## config.mk

```make
export PLATFORM = sky130hd
export DESIGN_NAME = min_tracking_stack
export DESIGN_NICKNAME = d
export VERILOG_FILES = /design/src/rtl/core/mts_pkg.sv /design/src/rtl/core/min_tracking_stack.sv /design/src/rtl/core/mts_ram.sv
export SDC_FILE = /design/constraint.sdc
export NUM_CORES = 2
export LEC_CHECK = 0
export BUFFER_PORTS_ARGS = -buffer_cell sky130_fd_sc_hd__buf_4
export CORE_MARGIN = 5
export CORE_UTILIZATION = 55
export DETAILED_ROUTE_END_ITERATION = 10
export PLACE_DENSITY = 0.73
export SLEW_MARGIN = 25
export SYNTH_ARGS = -nofsm -noshare
export SYNTH_HDL_FRONTEND = slang
export SYNTH_SLANG_ARGS = --single-unit
```

## constraint.sdc

```tcl
create_clock -name clk -period 4.7 [get_ports clk]
set_input_delay 0.94 -clock clk [delete_from_list [all_inputs] [get_ports clk]]
set_output_delay 0.94 -clock clk [all_outputs]
set_load 0.02 [all_outputs]
```

## src/rtl/core/mts_pkg.sv

```systemverilog
// Package for the minimum-tracking stack: command and status codes.
// No dependencies; imported by the stack core and its checker.
`default_nettype none

package mts_pkg;

	typedef logic [1:0] status_t;

	localparam logic CMD_PUSH = 1'b0;
	localparam logic CMD_POP  = 1'b1;

	localparam status_t STATUS_OK         = 2'd0;
	localparam status_t STATUS_POP_EMPTY  = 2'd1;
	localparam status_t STATUS_PUSH_FULL  = 2'd2;

endpackage

`default_nettype wire

```

## src/rtl/core/min_tracking_stack.sv

```systemverilog
// Top level of the minimum-tracking stack: control, top-of-stack registers, counts.
// Depends on mts_pkg and two instances of mts_ram.
`default_nettype none

// A command is taken when start is high and busy is low; its result appears on
// min_value, is_empty and status for exactly one cycle with done high, and the
// receiver cannot hold it off. A push, and any ignored command, shows its result in
// the next cycle, and another command may be started at once. A successful pop
// first raises busy while both stores read the entries below the current tops
// through their registered read ports, and the result shows in the cycle after
// that. No clearing pass follows reset.
module min_tracking_stack #(
	parameter int DEPTH      = 64,
	parameter int DATA_WIDTH = 32
) (
	input  wire logic                         clk,
	input  wire logic                         arst_n,
	input  wire logic                         start,
	output logic                              busy,
	input  wire logic                         cmd,
	input  wire logic signed [DATA_WIDTH-1:0] value,
	output logic                              done,
	output logic signed [DATA_WIDTH-1:0]      min_value,
	output logic                              is_empty,
	output mts_pkg::status_t                  status
);

	import mts_pkg::*;

	localparam int AW = (DEPTH > 1) ? $clog2(DEPTH) : 1;
	localparam int CW = $clog2(DEPTH + 1);

	localparam logic ST_IDLE = 1'b0;
	localparam logic ST_WAIT = 1'b1;

	logic                         state_q;
	logic [CW-1:0]                vcount_q;
	logic [CW-1:0]                mcount_q;
	logic signed [DATA_WIDTH-1:0] vtop_q;
	logic signed [DATA_WIDTH-1:0] mtop_q;
	logic                         done_q;
	logic signed [DATA_WIDTH-1:0] min_q;
	logic                         empty_q;
	status_t                      status_q;

	logic                  accept;
	logic                  full;
	logic                  vempty;
	logic                  mempty;
	logic                  min_push;
	logic                  min_pop;
	logic                  v_we;
	logic                  m_we;
	logic [CW-1:0]         vcount_pop;
	logic [CW-1:0]         mcount_pop;
	logic [CW-1:0]         v_rd;
	logic [CW-1:0]         m_rd;
	logic [DATA_WIDTH-1:0] v_rdata;
	logic [DATA_WIDTH-1:0] m_rdata;

	assign busy   = (state_q == ST_WAIT);
	assign accept = start && !busy;
	assign full   = (vcount_q == CW'(DEPTH));
	assign vempty = (vcount_q == '0);
	assign mempty = (mcount_q == '0);

	// A value equal to the current minimum goes onto the min store again.
	assign min_push = mempty || (value <= mtop_q);
	assign min_pop  = !mempty && (mtop_q == vtop_q);

	assign v_we = accept && (cmd == CMD_PUSH) && !full;
	assign m_we = v_we && min_push;

	assign vcount_pop = vcount_q - CW'(1);
	assign mcount_pop = mcount_q - CW'(min_pop);
	// Entries below the new tops; unused when the new count is zero.
	assign v_rd = vcount_pop - CW'(1);
	assign m_rd = mcount_pop - CW'(1);

	mts_ram #(
		.WIDTH(DATA_WIDTH),
		.DEPTH(DEPTH)
	) u_value_ram (
		.clk  (clk),
		.we   (v_we),
		.waddr(vcount_q[AW-1:0]),
		.wdata(value),
		.raddr(v_rd[AW-1:0]),
		.rdata(v_rdata)
	);

	mts_ram #(
		.WIDTH(DATA_WIDTH),
		.DEPTH(DEPTH)
	) u_min_ram (
		.clk  (clk),
		.we   (m_we),
		.waddr(mcount_q[AW-1:0]),
		.wdata(value),
		.raddr(m_rd[AW-1:0]),
		.rdata(m_rdata)
	);

	always_ff @(posedge clk or negedge arst_n) begin
		if (!arst_n) begin
			state_q  <= ST_IDLE;
			vcount_q <= '0;
			mcount_q <= '0;
			done_q   <= 1'b0;
		end else begin
			done_q <= 1'b0;
			case (state_q)
				ST_IDLE: begin
					if (accept) begin
						if (cmd == CMD_PUSH) begin
							done_q <= 1'b1;
							if (!full) begin
								vcount_q <= vcount_q + CW'(1);
								if (min_push) begin
									mcount_q <= mcount_q + CW'(1);
								end
							end
						end else if (vempty) begin
							done_q <= 1'b1;
						end else begin
							vcount_q <= vcount_pop;
							mcount_q <= mcount_pop;
							state_q  <= ST_WAIT;
						end
					end
				end
				ST_WAIT: begin
					done_q  <= 1'b1;
					state_q <= ST_IDLE;
				end
				default: begin
					state_q <= ST_IDLE;
				end
			endcase
		end
	end

	// Top-of-stack copies and the result registers carry no reset.
	always_ff @(posedge clk) begin
		if (state_q == ST_WAIT) begin
			vtop_q   <= v_rdata;
			mtop_q   <= m_rdata;
			min_q    <= mempty ? '0 : m_rdata;
			empty_q  <= vempty;
			status_q <= STATUS_OK;
		end else if (accept) begin
			if (cmd == CMD_PUSH) begin
				if (full) begin
					min_q    <= mempty ? '0 : mtop_q;
					empty_q  <= vempty;
					status_q <= STATUS_PUSH_FULL;
				end else begin
					vtop_q   <= value;
					if (min_push) begin
						mtop_q <= value;
					end
					min_q    <= min_push ? value : mtop_q;
					empty_q  <= 1'b0;
					status_q <= STATUS_OK;
				end
			end else if (vempty) begin
				min_q    <= '0;
				empty_q  <= 1'b1;
				status_q <= STATUS_POP_EMPTY;
			end
		end
	end

	assign done      = done_q;
	assign min_value = min_q;
	assign is_empty  = empty_q;
	assign status    = status_q;

endmodule

`default_nettype wire

```

## src/rtl/core/mts_ram.sv

```systemverilog
// Generic single-write, single-read synchronous RAM with a registered read port.
// No dependencies; used for both stores of the minimum-tracking stack.
`default_nettype none

module mts_ram #(
	parameter int WIDTH = 32,
	parameter int DEPTH = 64
) (
	input  wire logic                                 clk,
	input  wire logic                                 we,
	input  wire logic [(DEPTH > 1 ? $clog2(DEPTH) : 1)-1:0] waddr,
	input  wire logic [WIDTH-1:0]                     wdata,
	input  wire logic [(DEPTH > 1 ? $clog2(DEPTH) : 1)-1:0] raddr,
	output logic      [WIDTH-1:0]                     rdata
);

	logic [WIDTH-1:0] mem_q [DEPTH];

	always_ff @(posedge clk) begin
		if (we) begin
			mem_q[waddr] <= wdata;
		end
		rdata <= mem_q[raddr];
	end

endmodule

`default_nettype wire

```

## After elaboration in Yosys (flattened, before gate mapping)

Memories as Yosys holds them, arrays and structs flattened. A register that Yosys moved wholly into a read port is not among the register bits.
Index checks and enable logic that the tools add are counted.

| word-level totals | value |
|---|---|
| output and inout bits | 37 |
| RAM bits | 4096 |
| input bits | 36 |
| register bits after elaboration | 115 |
| memories | 2 |
| logic and storage cells | 89 |

Memories:

| name | depth | width | rd ports | clocked after memory_dff | wr ports | RTL line | source |
|---|---|---|---|---|---|---|---|
| u_min_ram.mem_q | 64 | 32 | 1 | 1 | 1 | mts_ram.sv:17 | `logic [WIDTH-1:0] mem_q [DEPTH];` |
| u_value_ram.mem_q | 64 | 32 | 1 | 1 | 1 | mts_ram.sv:17 |  |

| operators by class | value |
|---|---|
| reductions and logical operators | 18 |
| eq/ne operators | 8 |
| bitwise gates (word level) | 2 |
| $add $sub $neg | 6 |
| magnitude comparators | 1 |
| mux-type cells | 43 |

Operators by type and width:

| cell | number |
|---|---|
| $mux W32 | 16 |
| $mux W7 | 7 |
| $eq A32 B32 Y1 | 1 |
| $le A32 B32 Y1 | 1 |
| $mux W1 | 15 |
| $add A7 B1 Y7 const B | 2 |
| $logic_not A7 Y1 | 2 |
| $sub A6 B1 Y6 const B | 2 |
| $eq A7 B7 Y1 const B | 1 |
| $sub A7 B1 Y7 | 1 |
| $sub A7 B1 Y7 const B | 1 |
| $mux W2 | 3 |
| $ne A2 B2 Y1 const B | 3 |
| $logic_and A1 B1 Y1 | 5 |
| $reduce_and A5 Y1 | 1 |
| $ne A2 B1 Y1 const B | 2 |
| $pmux W1 S2 | 2 |
| $reduce_and A2 Y1 | 2 |
| $reduce_and A4 Y1 | 1 |
| $reduce_bool A2 Y1 | 2 |
| $logic_not A1 Y1 | 3 |
| $ne A3 B1 Y1 const B | 1 |
| $reduce_and A3 Y1 | 1 |
| $not A1 Y1 | 2 |
| $logic_or A1 B1 Y1 | 1 |

## Longest topological paths before layout

| depth | value |
|---|---|
| depth after elaboration | 7 |
| depth in mapped cells | 17 |

## Modules after synthesis

Synthesis repeated with hierarchy kept, for this count alone.

| second synthesis, totals | value |
|---|---|
| cell total of the unflattened synthesis | 7270 |
| area total of the unflattened synthesis | 164089.9 um^2 |

By module, submodules not included:

| module | sequential area each (um^2) | area an instance (um^2) | times used | cells each |
|---|---|---|---|---|
| mts_ram | 62139.6 | 78515.3 | 2 | 3324 |
| min_tracking_stack | 3353.2 | 7059.3 | 1 | 622 |

## Worst setup path before layout

No wires, ideal clock.

| path | value |
|---|---|
| path type | input -> register |
| from | input value[14] |
| to | memory u_min_ram.mem_q[48][0], enable pin |
| arrival | 4.443 ns |
| stages on the path | 10 |
| path slack | -0.164 ns |
| buffers on the path | 2 |
| cells stage by stage | ha_1 a21oi_2 nand2_1 a221o_1 o31ai_1 a31oi_1 buf_6 or4b_4 buf_6 nor2_1 |

| between the ends | value |
|---|---|
| cells in the longest elaborated chain, start to end | 5 |

Ends and longest elaborated chain:

| item | RTL line | source |
|---|---|---|
| from (decl) | min_tracking_stack.sv:21 | `input wire logic signed [DATA_WIDTH-1:0] value,` |
| $le A32 B32 Y1 | min_tracking_stack.sv:68 | `assign min_push = mempty \|\| (value <= mtop_q);` |
| $logic_or A1 B1 Y1 | min_tracking_stack.sv:68 |  |
| $logic_and A1 B1 Y1 | min_tracking_stack.sv:72 | `assign m_we = v_we && min_push;` |
| $mux W1 | mts_ram.sv:20 | `if (we) begin` |
| $mux W1 (implied by the code) | mts_ram.sv:21 | `mem_q[waddr] <= wdata;` |
| to (decl) | mts_ram.sv:17 |  |

No other way between the ends.

## Worst setup path in the final report

| path | value |
|---|---|
| from | register mtop_q[5] |
| to | memory u_min_ram.mem_q[62][16], enable pin |

| between the ends | value |
|---|---|
| cells in the longest elaborated chain, start to end | 5 |

Ends and longest elaborated chain:

| item | RTL line | source |
|---|---|---|
| from (decl) | min_tracking_stack.sv:40 | `logic signed [DATA_WIDTH-1:0] mtop_q;` |
| from (signal assigned) | min_tracking_stack.sv:147 | `mtop_q <= m_rdata;` |
| from (signal assigned) | min_tracking_stack.sv:160 | `mtop_q <= value;` |
| $le A32 B32 Y1 | min_tracking_stack.sv:68 |  |
| $logic_or A1 B1 Y1 | min_tracking_stack.sv:68 |  |
| $logic_and A1 B1 Y1 | min_tracking_stack.sv:72 |  |
| $mux W1 | mts_ram.sv:20 |  |
| $mux W1 (implied by the code) | mts_ram.sv:21 |  |

No other way between the ends.

==> run metrics <==
status=complete, no violations; Crit path depth=14; hold path startpoint=start; Crit path largest cell delay=between 0.5 and 0.6 ns; DP HPWL=~260000 µm; DRC violations left=0; deepest clock path buffer count=4; CTS clk-pin slew, worst paths=roughly 0.070 ns; CTS sink count=approximately 4.3k; Area Growth Syn to Fin=16.15%; die area=approximately 310000 µm²; RSZ-0062 raised after global routing=yes; crit-path cells=clkinvlp_4 -> ha_1 -> a21oi_1 -> o21ai_0 -> a221o_2 -> o31ai_1 -> buf_4 -> buf_4 -> a31oi_1 -> buf_12 -> or4_1 -> buf_4 -> nor2_4 -> buf_12; Syn Nets=roughly 7.7k; cell taking the most area after synthesis=edfxtp_1; area share of the largest cell type after synthesis=75.82%; Arr. time, crit path=roughly 5.2 ns; clock skew=roughly 0.08 ns; GRT Util Overall=27.81%; Commonest cells post-synth=edfxtp_1, mux4_2, mux2i_1; hold path depth=2; WP buf/inv=6; Crit path required time=approximately 5.3 ns; Synth Register Bits=between 4k and 5k; Setup crit start=mtop_q[5]$_DFFE_PP_; vias per std cell=between 6 and 7; Largest delay share family, worst path=compound AO/OA/AOI/OAI gates; worst-margin pin slew=around 1.1 ns; P per Cell Area=between 700 and 800 nW/µm²; fin area=between 150000 and 200000 µm²; FF-to-FF Start=mtop_q[5]$_DFFE_PP_; CTS tree=done; total number of vias=roughly 85k; final WL=roughly 440000 µm; GP Congestion=0.8967; Placed Area=between 150000 and 200000 µm²; maxcap violations=0; Hold WC Path Type=in2reg; slew margin rel.=23.58%; Core Util, Final=64.24%; Critical Path Sink Type=flip-flop; Mapped Cells=7628; CP Class=reg2reg; layout cells sized above 1=30.48%; pin count of the biggest net entering global routing=roughly 130; Avg Cell Area, Syn=~22 µm²; initial antenna violation count=38; # IOs=73; setup violators final=0; final hold violation count=0; Routed Antenna Nets=0; Lkg Pwr=between 60 and 70 nW; Max Fanout on Critical Path=32; H-tree levels=5; total CTS buffers=416; Setup crit start kind=flip-flop; DRT iter0 DRCs=13.49k; Post-synth EDFFs=roughly 4.2k; max-slew violation total from the final report=0; grt total ovfl=0; most used cell, CP=buf_4; DRT Pass-1 Iters=6; Worst path slowest cell=or4_1; Top FF cell, synth=edfxtp_1; Core ar.=roughly 300000 µm²; Achievable Freq=~220 MHz; fin crit share=a little over nine tenths; Nets=between 8k and 9k; number of buffers added on ports=between 70 and 80; routed length per instance=~35 µm; Yosys warnings=0; Initial Utilization=approximately 55%; min Tclk post-route=around 4.6 ns; count leader, synth=edfxtp_1; Clock Root Buffer=clkbuf_16; cells taking the most area after synthesis=edfxtp_1, mux4_2, mux2i_1; post-synthesis cell type count=59; first-pass GRT wire length=~630000 µm; worst reg2reg path depth=14; Die Wd=between 500 and 600 µm; share of flip-flops with an asynchronous set or reset=0.3743%; site row count=roughly 200; worst vdd ir=0.0009134 V; die height=~560 µm; worst-skew pair later-pin latency=between 0.9 and 1 ns; synthesized cell area=166100 µm²; number of global-route vias before repair=84.59k; register area share after synthesis=76.85%
==> final cells by class <==
| type | instances | area, µm² |
|---|---|---|
| Sequential cell | 4275 | 127600 |
| Fill cell | 18997 | 107400 |
| Multi-Input combinational cell | 2830 | 37510 |
| Clock buffer | 526 | 11070 |
| Timing Repair Buffer | 836 | 8841 |
| Tap cell | 3958 | 4952 |
| Clock inverter | 234 | 2567 |
| Inverter | 71 | 270.3 |
| Antenna cell | 14 | 35.03 |
==> state kept, by name, summed over array words and instances, names as in the netlist <==
register and count:
busy 1, done 1, is_empty 1, mcount_q 7
min_value 32, mtop_q 32, status 2, u_min_ram.mem_q 2048
u_min_ram.rdata 32, u_value_ram.mem_q 2048, u_value_ram.rdata 32, vcount_q 7
vtop_q 32
==> power breakdown <==
part           switching (mW)  internal [mW]
Sequential              0.830           43.0
Clock                    14.1           19.4
Combinational            33.3           24.4
Total                    48.3           86.8
==> worst register-to-register path, cell delays in order (launching register included) <==
cell	delay [ns]
edfxtp_1	0.46
clkinvlp_4	0.31
ha_1	0.40
a21oi_1	0.18
o21ai_0	0.17
a221o_2	0.49
o31ai_1	0.33
buf_4	0.17
buf_4	0.10
a31oi_1	0.13
buf_12	0.17
or4_1	0.59
buf_4	0.25
nor2_4	0.16
buf_12	0.24
==> through the flow <==
stage	power (mW)	setup WS, ns	setup TNS [ns]	hold WS (ns)	cells
after global routing	139.5	-0.02191	-0.02191	0.3431	12732
after detailed placement	100.7	-0.7252	-10.68	0.4500	11951
after CTS	134.4	-0.008588	-0.008588	0.3159	12713
after floorplan	75.51	-0.1643	-136.00	0.4351	7628
after global placement	100.1	-1.034	-1211.34	0.4548	11949
final	135.1	0.09990	0	0.3629	12744
==> worst paths after layout <==
kind / to / slack [ns]
min in group asynchronous: mcount_q[3]$_DFFE_PN0P_ / 0.49
setup reg to reg: u_min_ram.mem_q[62][16]$_DFFE_PP_ / 0.1
max in group asynchronous: vcount_q[0]$_DFFE_PN0P_ / 3.90
hold reg to reg: mcount_q[6]$_DFFE_PN0P_ / 0.48
hold / removal: status[1]$_SDFFE_PP0P_ / 0.36
setup / recovery: u_min_ram.mem_q[62][16]$_DFFE_PP_ / 0.1
==> kinds of logic after synthesis <==
group	share of synthesized area, %
XOR/XNOR	0.2946
multiplexers	16.62
AO/OA/AOI/OAI	2.864
buffers and inverters	1.334
adder cells (fa/ha/maj)	0.3014
AND/OR/NAND/NOR	1.737
flip-flops	76.85
==> placed cells by master, fill, tap and decap left out, drive strengths merged, types with 16 or more instances in the layout <==
cell type  count
dfrtp         16
mux4        1024
o22ai         34
xor2          39
a22oi         35
nor2b        261
bufinv        49
dfxtp         66
mux2          32
ha            40
clkinv       161
xnor2         16
clkbuf       528
edfxtp      4193
nand3         16
a211oi       356
nand2         38
buf          833
a21oi        277
mux2i        417
inv           80
nor2         153
==> layer usage <==
metal / share of wire [%] / global-route usage [%] / vias to the layer above
li1: - / - / 33677
met1: 36 / 38.59 / 44468
met2: 47 / 42.97 / 5836
met3: 12 / 7.041 / 823
met4: 4.6 / 11.19 / 8
met5: 0.012 / 0 / -
==> repair_timing <==
action	4_1_cts	5_1_grt
setup endpoints to repair	32	46
setup buffers	1	13
hold buffers	1	0
gates resized for setup	20	25
cloned	0	2
hold endpoints to repair	16	0
pin swaps	3	6
No activity file was read; power rests on OpenSTA's default activity.
